**src/sv/hst_pkg.sv**
```systemverilog
package hst_pkg;

   localparam int ENTRIES   = 64;
   localparam int ADDR_BITS = 32;

   localparam int HASH_W  = 63;
   localparam int STORE_W = (ADDR_BITS < 32) ? ADDR_BITS : 32;
   localparam int IDX_W   = (ENTRIES > 1) ? $clog2(ENTRIES) : 1;
   localparam int CNT_W   = $clog2(ENTRIES + 1);
   localparam int ENTRY_W = HASH_W + STORE_W;

   localparam logic [63:0] FNV_BASIS = 64'hcbf2_9ce4_8422_2325;

   localparam logic [1:0] OP_ADD   = 2'd0;
   localparam logic [1:0] OP_FIND  = 2'd1;
   localparam logic [1:0] OP_CLEAR = 2'd2;

   localparam logic [1:0] ST_OK       = 2'd0;
   localparam logic [1:0] ST_FOUND    = 2'd1;
   localparam logic [1:0] ST_NOTFOUND = 2'd2;
   localparam logic [1:0] ST_FULL     = 2'd3;

   typedef struct packed {
      logic [1:0]         op;
      logic [HASH_W-1:0]  hash;
      logic [STORE_W-1:0] addr;
   } cmd_type;

   // xor in the byte, then multiply by the prime 2^40 + 0x1b3 as shifts and adds
   function automatic logic [63:0] fnv_step(input logic [63:0] h, input logic [7:0] b);
      logic [63:0] x;
      x = h ^ {56'd0, b};
      return (x << 40) + (x << 8) + (x << 7) + (x << 5) + (x << 4) + (x << 1) + x;
   endfunction

endpackage

```
**src/sv/hst_front.sv**
```systemverilog
module hst_front
   import hst_pkg::*;
(
   input  logic        clock,
   input  logic        reset,
   input  logic [1:0]  req_opcode,
   input  logic [7:0]  req_id_byte,
   input  logic        req_byte_valid,
   input  logic        req_last_byte,
   input  logic [31:0] req_new_addr,
   input  logic        req_push,
   output logic        req_full,
   input  logic        q_full,
   output logic        q_push,
   output cmd_type     q_cmd
);

   logic [63:0] hash_ff;
   logic [63:0] hash_in;
   logic [63:0] next_hash;
   logic        accept;

   assign req_full  = q_full;
   assign accept    = req_push && !q_full;
   assign next_hash = req_byte_valid ? fnv_step(hash_ff, req_id_byte) : hash_ff;

   always_comb begin
      hash_in = hash_ff;
      if (accept) begin
         hash_in = req_last_byte ? FNV_BASIS : next_hash;
      end
   end

   always_ff @(posedge clock) begin
      if (reset) begin
         hash_ff <= FNV_BASIS;
      end else begin
         hash_ff <= hash_in;
      end
   end

   assign q_push     = accept && req_last_byte;
   assign q_cmd.op   = req_opcode;
   assign q_cmd.hash = next_hash[HASH_W-1:0];
   assign q_cmd.addr = req_new_addr[STORE_W-1:0];

endmodule

```
**config.mk**
```make
export PLATFORM = sky130hd
export DESIGN_NAME = hst_front
export DESIGN_NICKNAME = d
export VERILOG_FILES = /design/src/sv/hst_pkg.sv /design/src/sv/hst_front.sv
export SDC_FILE = /design/constraint.sdc
export NUM_CORES = 1
export LEC_CHECK = 0
export ABC_CLOCK_PERIOD_IN_PS = 6580
export BUFFER_PORTS_ARGS = -buffer_cell sky130_fd_sc_hd__buf_4
export CAP_MARGIN = 10
export CORE_MARGIN = 5
export CORE_UTILIZATION = 56
export DETAILED_ROUTE_END_ITERATION = 8
export GPL_ROUTABILITY_DRIVEN = 0
export GPL_TIMING_DRIVEN = 1
export PLACE_DENSITY = 0.9
export SYNTH_ARGS = -nofsm -noshare
export SYNTH_HDL_FRONTEND = slang
export SYNTH_SLANG_ARGS = --single-unit
```
**constraint.sdc**
```tcl
create_clock -name clock -period 6.58 [get_ports clock]
set_input_delay 0.658 -clock clock [delete_from_list [all_inputs] [get_ports clock]]
set_output_delay 0.658 -clock clock [all_outputs]
set_load 0.05 [all_outputs]
```
## Word level (Yosys, flattened, before mapping)

Index checks and enable logic that the tools add are counted.

| storage, ports and cells | value |
|---|---|
| ROM bits | 0 |
| memories | 0 |
| output and inout bits | 99 |
| input bits | 48 |
| memory bits (writable) | 0 |
| word-level logic and storage cells | 16 |
| bits in latches | 0 |
| register bits after elaboration | 64 |

| operators by class | value |
|---|---|
| eq/ne operators | 0 |
| muxes and demuxes | 2 |
| multiply operators | 0 |
| div/mod/pow operators | 0 |
| order comparisons | 0 |
| shift operators | 0 |
| bitwise logic cells | 1 |
| reductions and logical operators | 5 |
| add/subtract/negate cells | 6 |

Operators with widths:

| kind | number |
|---|---|
| $add A64 B64 Y64 | 6 |
| $mux W64 | 2 |
| $xor A64 B8 Y64 | 1 |
| $logic_and A1 B1 Y1 | 2 |
| $reduce_and A2 Y1 | 1 |
| $reduce_bool A2 Y1 | 1 |
| $logic_not A1 Y1 | 1 |

## Longest topological paths before layout

| depth | value |
|---|---|
| depth in word-level cells | 9 |
| mapped depth | 22 |
| gate-level depth less buffers | 22 |

## Worst setup path after synthesis

OpenSTA, ideal clock, no wires.

| timing | value |
|---|---|
| path type | input to output |
| start | input req_id_byte[2] |
| end | output q_cmd[85] (netlist bit) |
| arrival time | 6.084 ns |
| stages | 19 |
| slack | -0.162 ns |
| cells stage by stage | xnor2_1 > inv_1 > xnor2_1 > ha_1 > fa_1 > ha_1 > ha_1 > inv_1 > fa_1 > nand2b_1 > a21o_1 > a32o_1 > o211a_1 > o21a_1 > o41a_1 > o41a_1 > xnor2_1 > nand2_1 > o21ai_0 |

RTL lines:

| element | line | source |
|---|---|---|
| start: declaration | hst_front.sv:7 | `input logic [7:0] req_id_byte,` |
| end: declaration | hst_front.sv:15 | `output cmd_type q_cmd` |

==> results by group <==
Status
  – Status: complete, but fails checks
  – Violated checks: DRC, setup timing

Cells and area
  – Biggest register: hash_ff
  – Area Growth Syn to Fin: 18.5%
  – Ant diodes: 0
  – Share of layout cells above drive strength 1: 21.0%
  – Multi-input gate area: 10900 um^2
  – # nets final: 2105
  – Fillers: 1583
  – Number of flip-flops in the largest register: 63
  – Regs by FF count: hash_ff x63
  – Register area: 1290 um^2
  – Final core occ: 66.8%

Yosys
  – Ys Warns: 0
  – Asr flop ratio synth: 0%
  – Mapped Area: 13500 um^2
  – Cells after synthesis: 1588
  – Number of flops mapped to enable cells by yosys: 0
  – Netlist cell types: 63
  – Syn nets: 1985
  – Flops & latches, synth: 63
  – Ys flop type: dfxtp_1
  – Seq/Total Area, Yosys: 9.31%
  – Syn avg cell area: 8.53 um^2

Critical path
  – Setup crit start kind: flip-flop
  – FF-to-FF End: hash_ff[60]
  – Nature of the critical path endpoint: output port
  – Critical Path RT: 5920 ps
  – Reg2Reg Depth: 22
  – Setup CP Type: flip-flop to output port
  – Critical Path AT: 6090 ps
  – Reg-to-Reg Start: hash_ff[38]
  – Flop2flop setup slack: 910 ps
  – Maximum fanout along the worst path: 9

Global routing
  – Vias in the first global route: 12.0k
  – Largest net degree at the start of global routing: 60
  – All-layer global routing usage: 28.9%
  – First-pass GRT wire length: 61.9 mm
  – Gr ovfl total: 0
  – Initial antenna violation count: 0

Floorplan
  – Area of the core: 24000 um^2
  – Die W: 166 um
  – Die area: 27400 um^2
  – Row cnt: 57
  – Die height: 166 um
  – Starting Density: 56.3%
  – # IOs: 147

Place
  – DPL Wire Length: 31.0 mm
  – Number of port buffers: 78

STA
  – Worst-margin pin slew: 1160 ps
  – Pins Over Slew Limit: 0
  – Min Tclk post-route: 6740 ps
  – Final Cycle Share: 103%
  – F_max: 148 MHz
  – Relative slew slack: 21.8%
  – Setup TNS: -592 ps
  – Final worst-path setup slack: -165 ps
  – Final setup viols: 10
  – Clock skew: 14.6 ps
  – Fin. Hold Viols: 0
  – RSZ-0062 raised after global routing: true

Clocking
  – Latest clock arrival within the worst-skew pair: 370 ps
  – Clock buffer depth: 2
  – Worst-path clk slew: 70 ps
  – H-tree depth: 3
  – Root Driver: clkbuf_16
  – CTS Buf Count: 9
  – Cts hold-fix bufs: 0
  – CTS Sinks: 63
  – TritonCTS clock tree: yes

Hold path
  – Hold Path Depth: 1
  – Worst Min Path Start: hash_ff[46]
  – Worst Hold Class: flip-flop to flip-flop
  – Hold Path End: hash_ff[46]

Route
  – Avg Vias per Cell: 6.29
  – 1st-pass router iterations: 9
  – DR WL/cell: 22.1 um
  – Wirelength, routed: 44.9 mm
  – Initial DRC Count: 1869
  – Residual DRC: 2
  – Via count: 12.8k
  – Routed Antenna Nets: 0

Run
  – Max-Cap Viols: 0
[synthesized netlist by cell type, types with 11 or more instances]
library cell / number / share of area [%]
inv_1: 392 / 11
fa_1: 240 / 35
nand2_1: 112 / 3.1
ha_1: 109 / 10
o21ai_0: 78 / 2.9
nor2_1: 74 / 2.1
a21oi_1: 72 / 2.7
dfxtp_1: 63 / 9.3
xnor2_1: 54 / 3.5
clkbuf_1: 51 / 1.4
buf_4: 35 / 1.9
a21o_1: 27 / 1.5
xor2_1: 26 / 1.7
a22oi_1: 25 / 1.4
o211ai_1: 21 / 1.2
nand3_1: 20 / 0.74
nand4_1: 18 / 0.83
mux2_2: 14 / 1.2
nor2b_1: 13 / 0.60
nand2b_1: 12 / 0.55
a31oi_1: 11 / 0.51
[cells by family (layout without fill, tap and decap cells)]
family	count (synthesis)	count (layout)	synth area share [%]
buf+inv	484	609	14.4
xor+xnor	80	80	5.17
simple gates	296	296	10.1
fa+ha+maj	349	349	45.5
flops	63	63	9.31
compound gates	299	299	14.1
mux	17	17	1.39
[per-layer routing]
metal  vias up  GRT usage [%]  share of wire [%]
li1       5217              -                  -
met2      1122           47.0                 45
met3       381           6.13                 12
met1      6088           36.8                 34
met4         0           14.3                9.1
met5         -              0                  0
[how the worst max path moves through the flow]
stage | cells after the start | end | start | slack, ps
4_1_cts | 19 | q_cmd[91] | hash_ff[35] | -30
5_1_grt | 21 | q_cmd[91] | hash_ff[33] | -230
3_3_place_gp | 23 | q_cmd[91] | req_id_byte[1] | -10
6_report | 21 | q_cmd[91] | hash_ff[33] | -160
3_5_place_dp | 23 | q_cmd[91] | req_id_byte[1] | -120
2_1_floorplan | 19 | q_cmd[89] | req_id_byte[2] | 100
[area by class of cell]
type	count	area share [%]
Clock buffer	10	1.49
Clock inverter	6	0.585
Inverter	393	9.50
Multi-Input combinational cell	1041	68.1
Sequential cell	63	8.05
Tap cell	324	2.53
Timing Repair Buffer	200	9.76
[stage by stage]
stage	instances	hold slack (ps)	setup slack (ps)	area, um^2
2_1_floorplan	1588	432	96.9	13600
5_1_grt	2037	517	-234	16000
6_report	2037	491	-165	16000
4_1_cts	1983	462	-29.8	15000
3_3_place_gp	1964	438	-11.8	14600
3_5_place_dp	1964	453	-121	14600
[critical path: stages (launching register included)]
cell and delay [ps]:
dfxtp_1 410, clkinvlp_4 170, buf_4 200, fa_1 550, inv_1 60, fa_1 530, inv_1 50, fa_1 480
inv_1 60, ha_1 270, ha_2 450, nand4_1 210, buf_4 210, nor2b_1 150, a21oi_1 130, a31oi_1 450
o31ai_4 160, o211ai_1 400, a221oi_2 140, xnor2_1 160, mux2_2 270, buf_4 190
[placed cells by master, fill, tap and decap left out, types with 10 or more instances in the layout]
cell	instances
nand3_1	20
a31oi_1	10
fa_1	238
mux2_2	13
xor2_1	21
o21ai_1	10
xnor2_1	49
buf_4	186
nor2_1	70
nor2b_1	13
nand2_1	112
inv_1	372
buf_6	12
nand2b_1	11
a21oi_1	64
ha_1	80
ha_2	14
dfxtp_2	15
a21o_1	27
ha_4	15
dfxtp_1	45
o21ai_0	67
clkinvlp_4	14
nand4_1	18
a22oi_1	25
o211ai_1	21
[repair_timing]
item	4_1_cts	5_1_grt
cloned	0	0
setup endpoints to repair	10	30
pin swaps	4	47
gates resized for setup	14	147
hold endpoints to repair	0	0
setup buffers	3	54
Power is not shown: default switching activity piles up to over one toggle a cycle in this logic, so the estimate is an artifact.
