### src/sv/hst_pkg.sv
package hst_pkg;

   localparam int ENTRIES   = 64;
   localparam int ADDR_BITS = 32;

   localparam int HASH_W  = 63;
   localparam int STORE_W = (ADDR_BITS < 32) ? ADDR_BITS : 32;
   localparam int IDX_W   = (ENTRIES > 1) ? $clog2(ENTRIES) : 1;
   localparam int CNT_W   = $clog2(ENTRIES + 1);
   localparam int ENTRY_W = HASH_W + STORE_W;

   localparam logic [63:0] FNV_BASIS = 64'hcbf2_9ce4_8422_2325;

   localparam logic [1:0] OP_ADD   = 2'd0;
   localparam logic [1:0] OP_FIND  = 2'd1;
   localparam logic [1:0] OP_CLEAR = 2'd2;

   localparam logic [1:0] ST_OK       = 2'd0;
   localparam logic [1:0] ST_FOUND    = 2'd1;
   localparam logic [1:0] ST_NOTFOUND = 2'd2;
   localparam logic [1:0] ST_FULL     = 2'd3;

   typedef struct packed {
      logic [1:0]         op;
      logic [HASH_W-1:0]  hash;
      logic [STORE_W-1:0] addr;
   } cmd_type;

   // xor in the byte, then multiply by the prime 2^40 + 0x1b3 as shifts and adds
   function automatic logic [63:0] fnv_step(input logic [63:0] h, input logic [7:0] b);
      logic [63:0] x;
      x = h ^ {56'd0, b};
      return (x << 40) + (x << 8) + (x << 7) + (x << 5) + (x << 4) + (x << 1) + x;
   endfunction

endpackage

### src/sv/hst_cmdq.sv
module hst_cmdq
   import hst_pkg::*;
(
   input  logic    clock,
   input  logic    reset,
   input  logic    push,
   input  cmd_type push_cmd,
   output logic    full,
   input  logic    pop,
   output cmd_type pop_cmd,
   output logic    empty
);

   cmd_type    slot_ff [2];
   logic       wr_ptr_ff;
   logic       wr_ptr_in;
   logic       rd_ptr_ff;
   logic       rd_ptr_in;
   logic [1:0] cnt_ff;
   logic [1:0] cnt_in;
   logic       do_push;
   logic       do_pop;

   assign full    = (cnt_ff == 2'd2);
   assign empty   = (cnt_ff == 2'd0);
   assign do_push = push && !full;
   assign do_pop  = pop && !empty;
   assign pop_cmd = slot_ff[rd_ptr_ff];

   always_comb begin
      wr_ptr_in = wr_ptr_ff ^ do_push;
      rd_ptr_in = rd_ptr_ff ^ do_pop;
      cnt_in    = cnt_ff + {1'b0, do_push} - {1'b0, do_pop};
   end

   always_ff @(posedge clock) begin
      if (reset) begin
         wr_ptr_ff <= 1'b0;
         rd_ptr_ff <= 1'b0;
         cnt_ff    <= 2'd0;
      end else begin
         wr_ptr_ff <= wr_ptr_in;
         rd_ptr_ff <= rd_ptr_in;
         cnt_ff    <= cnt_in;
      end
   end

   always_ff @(posedge clock) begin
      if (do_push) begin
         slot_ff[wr_ptr_ff] <= push_cmd;
      end
   end

endmodule

### config.mk
export PLATFORM = sky130hd
export DESIGN_NAME = hst_cmdq
export DESIGN_NICKNAME = d
export VERILOG_FILES = /design/src/sv/hst_pkg.sv /design/src/sv/hst_cmdq.sv
export SDC_FILE = /design/constraint.sdc
export NUM_CORES = 1
export LEC_CHECK = 0
export ABC_AREA = 1
export BUFFER_PORTS_ARGS = -buffer_cell sky130_fd_sc_hd__buf_2
export CAP_MARGIN = 40
export CORE_MARGIN = 3
export CORE_UTILIZATION = 40
export DETAILED_ROUTE_END_ITERATION = 16
export SLEW_MARGIN = 10
export SYNTH_ARGS = -nofsm -noshare
export SYNTH_HDL_FRONTEND = slang
export SYNTH_SLANG_ARGS = --single-unit
export TNS_END_PERCENT = 100
### constraint.sdc
create_clock -name clock -period 10 [get_ports clock]
set_clock_uncertainty 0.2 [all_clocks]
set_input_delay 2 -clock clock [delete_from_list [all_inputs] [get_ports clock]]
set_output_delay 2 -clock clock [all_outputs]
set_load 0.02 [all_outputs]
* Word level (Yosys, flattened, before mapping)
Memories as Yosys holds them, arrays and structs flattened. A register that Yosys moved wholly into a read port is not among the register bits.
Index checks and enable logic that the tools add are counted.
** Operators by class
- Add/sub/neg operators :: 2
- Equal/unequal tests :: 1
- Multiplexer cells :: 3
- Bitwise logic cells :: 2
- Reductions and logical operators :: 5
** Operator list (number)
- $mux 1 :: 3
- $add 2x1->2 :: 1
- $eq 2x2->1 const B :: 1
- $logic_and 1x1->1 :: 2
- $logic_not 1->1 :: 2
- $logic_not 2->1 :: 1
- $sub 2x1->2 :: 1
- $xor 1x1->1 :: 2
** Storage, ports and cells
- Flip-flop bits (word level) :: 4
- Memory bits (writable) :: 194
- Bits of input ports :: 101
- Word-level logic and storage cells :: 17
- Memories :: 1
** Memories
- slot_ff :: depth 2, width 97, rd ports 1, clocked after memory_dff 1, write ports 1, RTL line hst_cmdq.sv:14 : cmd_type slot_ff [2];

* Depth between registers and ports, before layout
Gate-level depths: netlist of run 1.
- Depth after elaboration :: 5
- Gate-level depth with buffers :: 10

* Worst setup path after synthesis of run 1
OpenSTA, ideal clock, no wires.
- Path type :: input -> register
- Start point :: input push
- End point :: memory slot_ff[1][0] (netlist bit) (enable)
- Setup time :: 0.467 ns
- Arrival :: 4.477 ns
- Data required time :: 9.333 ns
- Slack :: 4.856 ns
- Stages :: 3
- Buffers on the path :: 0
- Cell sequence :: o21ai_0 -> inv_1 -> ha_1
** Between the ends
- Cells in the longest elaborated chain, start to end :: 3
** Ends and longest elaborated chain
- start: declaration :: RTL line hst_cmdq.sv:6 : input logic push,
- $logic_and 1x1->1 :: RTL line hst_cmdq.sv:26 : assign do_push = push && !full;
- $mux 1 :: RTL line hst_cmdq.sv:49 : if (do_push) begin
- $mux 1 (implied by the code) :: RTL line hst_cmdq.sv:50 : slot_ff[wr_ptr_ff] <= push_cmd;
- end: declaration :: RTL line hst_cmdq.sv:14
Every way passes these cells.

==> results of run 1 <==
[kinds of logic after synthesis]
kind of cell | after synthesis
compound gates | 2
fa+ha+maj | 4
buf+inv | 21
flops | 198
mux | 97
simple gates | 15
[cells in the final DEF (no fill, tap or decap)]
master	count
buf_2	199
edfxtp_1	194
mux2_2	89
clkbuf_16	17
inv_1	10
nor2_1	8
mux2_4	8
nand2_1	5
clkinv_2	5
inv_6	3
dfxtp_1	3
buf_4	3
diode_2	2
nand3_1	2
ha_1	2
ha_4	2
bufinv_16	2
clkbuf_1	2
o21ai_0	1
a21oi_1	1
clkinv_4	1
clkbuf_8	1
clkinvlp_4	1
dfxtp_4	1
[registers in the layout, summed over array words and instances (netlist names)]
| name | cells |
|---|---|
| slot_ff | 194 |
| cnt_ff | 2 |
| rd_ptr_ff | 1 |
| wr_ptr_ff | 1 |
[worst min-delay path, stage by stage (launching register included)]
cell and delay (ns):
dfxtp_1 0.31, inv_1 0.13, a21oi_1 0.06, nor2_1 0.09
[Yosys cell counts]
master    number  area share [%]
edfxtp_1     194              80
buf_2          8            0.55
a21oi_1        1           0.069
mux2_2        89              14
dfxtp_1        4             1.1
nand2_1        5            0.26
ha_1           4            0.69
buf_6          3            0.47
nand3_1        2            0.14
nor2_1         8            0.41
inv_1         10            0.52
o21ai_0        1           0.069
mux2_4         8             1.7
[area by class of cell]
class / count / area [µm²]
fillers: 1438 / 8440
flip-flops and latches: 198 / 5910
multi-input cells: 118 / 1270
diodes: 2 / 5.00
clock buffers: 20 / 447
well taps: 225 / 282
inverters: 10 / 37.5
clock inverters: 12 / 128
repair buffers: 202 / 1020
[layer usage]
metal / vias to the layer above / global-route usage, % / share of wire (%)
met2: 135 / 22.8 / 49
met5: - / 0 / 0
met3: 16 / 5.63 / 8.3
met4: 0 / 5.10 / 1.6
li1: 1733 / - / -
met1: 1735 / 15.9 / 41
[final timing paths]
kind,startpoint,end,slack (ns),depth (start not counted)
max,rd_ptr_ff,pop_cmd[24],5.28,3
min,cnt_ff[1],cnt_ff[1],0.42,3
max reg2reg,cnt_ff[1],slot_ff[1][91],7.35,5
min reg2reg,cnt_ff[1],cnt_ff[1],0.42,3
[power breakdown]
part           total [µW]  switching, µW  leakage (µW)  internal [µW]
combinational         648            394       0.00129            254
clock                 659            283      0.000285            376
sequential           1130           49.0       0.00185           1080
total                2430            726       0.00342           1710
[per-stage QoR]
step / hold WS (ns) / util (%) / total power, µW / cells
global placement: 0.384 / 48.5 / 1800 / 753
CTS: 0.425 / 51.8 / 2470 / 785
detailed placement: 0.410 / 48.5 / 1810 / 753
finish: 0.423 / 51.8 / 2430 / 787
global route: 0.476 / 51.8 / 2550 / 786
floorplan: 0.332 / - / 1600 / 337
==> results.py, run 1 <==
metrics = {
    "grt": {
        "grt_pass1_vias": 4002,
        "grt_pass1_wl_mm": 20.6,
        "grt-ovfl-total": 0,
        "antenna_found_initial": 1,
        "grt_use_total_pct": 13.7,
        "grt_max_degree": 60,
    },
    "drt": {
        "detail-route-antenna-nets": 0,
        "vias": 3619,
        "drc": 0,
        "dr.pass1.iters": 4,
        "totalWireLength_mm": 13.6,
        "drt_iter0_markers": 169,
        "vias_per_cell": 4.60,
        "wire_per_inst_um": 17.3,
    },
    "critical_path": {
        "cp-end-kind": "primary output",
        "critPathBufInv": 2,
        "slowest_delay_ns": 0.77,
        "path_class": "reg2out",
        "start_kind": "register",
        "worstPathArrival_ns": 2.52,
        "slowest_stage": "buf_4",
        "path_cells": "buf_4 -> mux2_2 -> buf_2",
        "crit_fanout": 59,
        "path_delay_family": "buffers and inverters",
        "required_ns": 7.80,
    },
    "sta": {
        "grt_setup_unrepaired": "no",
        "period_share_pct": 47.2,
        "fmax_mhz": 212,
        "fin_setup_tns_ns": 0,
        "setup_ws_ns": 5.28,
        "layout_min_cycle_time_ns": 4.72,
        "tightestPinTransition_ns": 0.829,
        "finalSetupViolCount": 0,
        "slew_viol_final": 0,
        "slew_headroom_pct": 44.7,
        "hold_viol_final": 0,
    },
    "worst_hold_path": {
        "min_path_type": "reg2reg",
    },
    "synth": {
        "synth_compound_area_share_pct": 0.138,
        "synth_fp_nets": 442,
        "syn_area_per_cell_um2": 21.5,
        "netlist_instances": 337,
        "synthDistinctLibCells": 13,
        "ys_seq_area_share_pct": 81.4,
        "synthSimpleGateAreaFrac_pct": 0.810,
        "ys_ff_latch": 198,
        "synthMuxAreaShare_pct": 15.5,
        "synth_xor_area_share_pct": 0,
        "syn_area_um2": 7260,
        "synthAdderAreaFrac_pct": 0.690,
        "synth_top_family_by_area": "multiplexers",
        "synth_warnings": 0,
    },
    "power_and_ir_drop": {
        "powerDensity_nw_per_um2": 268,
        "peakVddDrop_mv": 0.179,
        "p_leak_uw": 0.00342,
    },
    "outcome": {
        "status": "completed",
    },
    "layout": {
        "syn2layout_area_growth_pct": 25.3,
        "drive_above_1_share_pct": 59.3,
        "fin_nets": 652,
        "finish.instance_area_um2": 9090,
    },
    "floorplanning": {
        "initial_core_util_pct": 41.4,
        "fp-row-count": 48,
        "coreArea_um2": 17500,
        "fp.dieH_um": 141,
        "die-area_um2": 19800,
        "pin_count": 200,
        "die_w_um": 141,
    },
    "clock_network": {
        "ctsRootBufferMaster": "clkbuf_16",
        "cts_sinks": 198,
        "cts_made_buffers": 17,
        "clk_pin_slew_ns": 0.07,
        "htreeDepth": 4,
        "postCtsSetupBuffers": 0,
        "hold_buffers": 0,
        "tritoncts": "yes",
        "post_cts_resized": 0,
        "clock_latency_ns": 0.41,
        "clockBufferDepth": 2,
    },
    "place": {
        "io_buffers": 199,
        "hpwl_mm": 9.05,
        "post-place-ws_ns": 5.66,
        "gp_congestion": 0.708,
        "dpl-instance-area_um2": 8510,
    },
    "job": {
        "max_cap_violations": 0,
    },
}
Power figures use the tool's default switching activity.
==> run 2: changes to the inputs <==
ABC_AREA = 0   (was 1)
PLACE_DENSITY = 0.66   (was not set)
clock period = 4.25 ns   (was 10 ns; I/O delays follow)
==> results.py, run 2 <==
metrics = {
    "clock_network": {
        "tritoncts": "yes",
        "clock_latency_ns": 0.41,
        "clockBufferDepth": 2,
        "post_cts_resized": 0,
        "ctsRootBufferMaster": "clkbuf_16",
        "cts_made_buffers": 17,
        "htreeDepth": 4,
        "cts_sinks": 198,
        "hold_buffers": 0,
        "clk_pin_slew_ns": 0.07,
        "postCtsSetupBuffers": 0,
    },
    "synth": {
        "ys_ff_latch": 198,
        "yosysTopAreaCellShare_pct": 80.2,
        "yosys_most_used_dff": "edfxtp_1",
        "synthTopCellsByArea": "edfxtp_1 80%, mux2_2 14%, mux2_4 2.1%",
        "synth_edf_count": 194,
        "synthArstFlopShare_pct": 0,
        "synth_commonest_cells": "194 x edfxtp_1, 88 x mux2_2, 10 x mux2_4, 8 x buf_2",
        "synth_fp_nets": 430,
        "yosysMostFrequentCell": "edfxtp_1",
        "synth_top_area_cell": "edfxtp_1",
        "syn_area_per_cell_um2": 22.3,
        "netlist_instances": 325,
        "synthDistinctLibCells": 16,
        "synth_warnings": 0,
        "syn_area_um2": 7260,
        "ys_seq_area_share_pct": 81.3,
    },
    "floorplanning": {
        "coreArea_um2": 17500,
        "die_w_um": 141,
        "die-area_um2": 19800,
        "pin_count": 200,
        "fp-row-count": 48,
        "initial_core_util_pct": 41.4,
        "fp.dieH_um": 141,
    },
    "layout": {
        "largest_reg_flops": 194,
        "regMostFlops": "slot_ff",
        "drive_above_1_share_pct": 60.4,
        "diodes": 0,
        "multiInputGateArea_um2": 1290,
        "top_regs": "slot_ff: 194 flops, cnt_ff: 2 flops",
        "stdcell_count": 773,
        "fin_nets": 640,
        "syn2layout_area_growth_pct": 25.9,
        "regArea_um2": 5910,
        "nFillCells": 1445,
        "layout_common_cells": "199 x buf_2, 194 x edfxtp_1, 88 x mux2_2, 17 x clkbuf_16, 10 x mux2_4",
        "final_common_cell": "buf_2",
    },
    "power_and_ir_drop": {
        "powerDensity_nw_per_um2": 611,
        "peakVddDrop_mv": 0.303,
        "p_leak_uw": 0.00342,
    },
    "grt": {
        "antenna_found_initial": 1,
        "grt-ovfl-total": 0,
        "grt_pass1_vias": 4070,
        "grt_max_degree": 61,
        "grt_use_total_pct": 13.8,
        "grt_pass1_wl_mm": 21.0,
    },
    "drt": {
        "drt_iter0_markers": 120,
        "vias": 3705,
        "wire_per_inst_um": 17.4,
        "drc": 0,
        "detail-route-antenna-nets": 0,
        "totalWireLength_mm": 13.5,
        "dr.pass1.iters": 4,
        "vias_per_cell": 4.79,
    },
    "critical_path": {
        "start_kind": "register",
        "worstPathArrival_ns": 2.13,
        "path_class": "reg2out",
        "cp-end-kind": "primary output",
        "r2r_start": "cnt_ff[0]",
        "rr_worst_depth": 4,
        "path_cells": "buf_12 -> mux2_2 -> buf_2",
        "rrSetupSlack_ns": 1.91,
        "slowest_delay_ns": 0.72,
        "slowest_stage": "dfxtp_4",
        "regToRegEndpoint": "slot_ff[0][17]",
        "crit_fanout": 60,
        "required_ns": 3.20,
    },
    "sta": {
        "hold_viol_final": 0,
        "fmax_mhz": 314,
        "slew_viol_final": 0,
        "fin_setup_tns_ns": 0,
        "grt_setup_unrepaired": "no",
        "tightestPinTransition_ns": 0.742,
        "finalSetupViolCount": 0,
        "slew_headroom_pct": 50.5,
        "period_share_pct": 74.9,
        "layout_min_cycle_time_ns": 3.18,
        "holdWs_ns": 0.414,
    },
    "job": {
        "max_cap_violations": 0,
    },
    "worst_hold_path": {
        "min_path_type": "in2reg",
        "min_path_cells": 1,
        "min_to": "slot_ff[0][21]",
        "hold_path_startpoint": "push_cmd[21]",
    },
    "place": {
        "io_buffers": 199,
        "gp_congestion": 0.699,
        "hpwl_mm": 9.12,
        "dpl.cell_count": 741,
    },
    "outcome": {
        "status": "completed",
    },
}
==> run 2: cell types whose count changed after synthesis, moves of 2 or more <==
cell     before  now
buf_6         3    1
mux2_4        8   10
nand2_1       5    1
buf_8         0    2
inv_1        10    3
nor2b_1       0    2
nor2_1        8    4
nand3_1       2    0
==> run 2: kinds of logic (layout without fill, tap and decap cells) <==
family / count (synthesis) / in the layout / synth area share, %
buffers and inverters: 14 / 237 / 1.27
AO/OA/AOI/OAI: 1 / 1 / 0.103
flip-flops: 198 / 198 / 81.3
XOR/XNOR: 1 / 1 / 0.310
multiplexers: 98 / 98 / 15.7
AND/OR/NAND/NOR: 9 / 9 / 0.603
adder cells (fa/ha/maj): 4 / 4 / 0.689
==> run 2: layer usage <==
layer | part of all wire, % | routed length [µm] | global-route usage, %
met1 | 37 | 4930 | 15.0
met2 | 54 | 7200 | 24.7
met3 | 7.5 | 1010 | 4.75
met4 | 2.2 | 301 | 5.81
met5 | 0.097 | 13 | 0
==> run 2: report_power, final <==
part           switching [µW]  internal, µW
Clock                     665           948
Sequential                107          2480
Combinational             819           577
==> run 2: worst max-delay path: cells and delay by family, from the launching register on <==
family                 cells  cell delay, ns
muxes                      1            0.40
buffers and inverters      2            0.53
DFF                        1            0.72
==> run 2: worst max-delay path by stage <==
stage | start | endpoint | slack, ns | cells past startpoint
final | rd_ptr_ff | pop_cmd[42] | 1.07 | 3
after global routing | rd_ptr_ff | pop_cmd[42] | 0.95 | 3
after CTS | rd_ptr_ff | pop_cmd[42] | 0.99 | 3
after detailed placement | rd_ptr_ff | pop_cmd[42] | 1.45 | 3
after global placement | rd_ptr_ff | pop_cmd[42] | 1.47 | 3
after floorplan | push | slot_ff[1][0] | 0.30 | 2
==> run 2: layout make-up <==
cell class / count / area share (%)
well taps: 225 / 3.08
inverters: 3 / 0.123
flip-flops and latches: 198 / 64.6
clock buffers: 22 / 4.97
clock inverters: 10 / 1.59
repair buffers: 202 / 11.5
multi-input cells: 113 / 14.1
==> run 2: through the flow <==
| step | setup WS [ns] | util (%) | total power [µW] | cell area, µm² |
|---|---|---|---|---|
| 3_3_place_gp | 1.47 | 48.7 | 4030 | 8550 |
| 6_report | 1.07 | 52.2 | 5590 | 9150 |
| 2_1_floorplan | 0.300 | - | 3590 | 7260 |
| 4_1_cts | 0.990 | 52.2 | 5680 | 9150 |
| 5_1_grt | 0.952 | 52.2 | 5850 | 9150 |
| 3_5_place_dp | 1.45 | 48.7 | 4060 | 8550 |
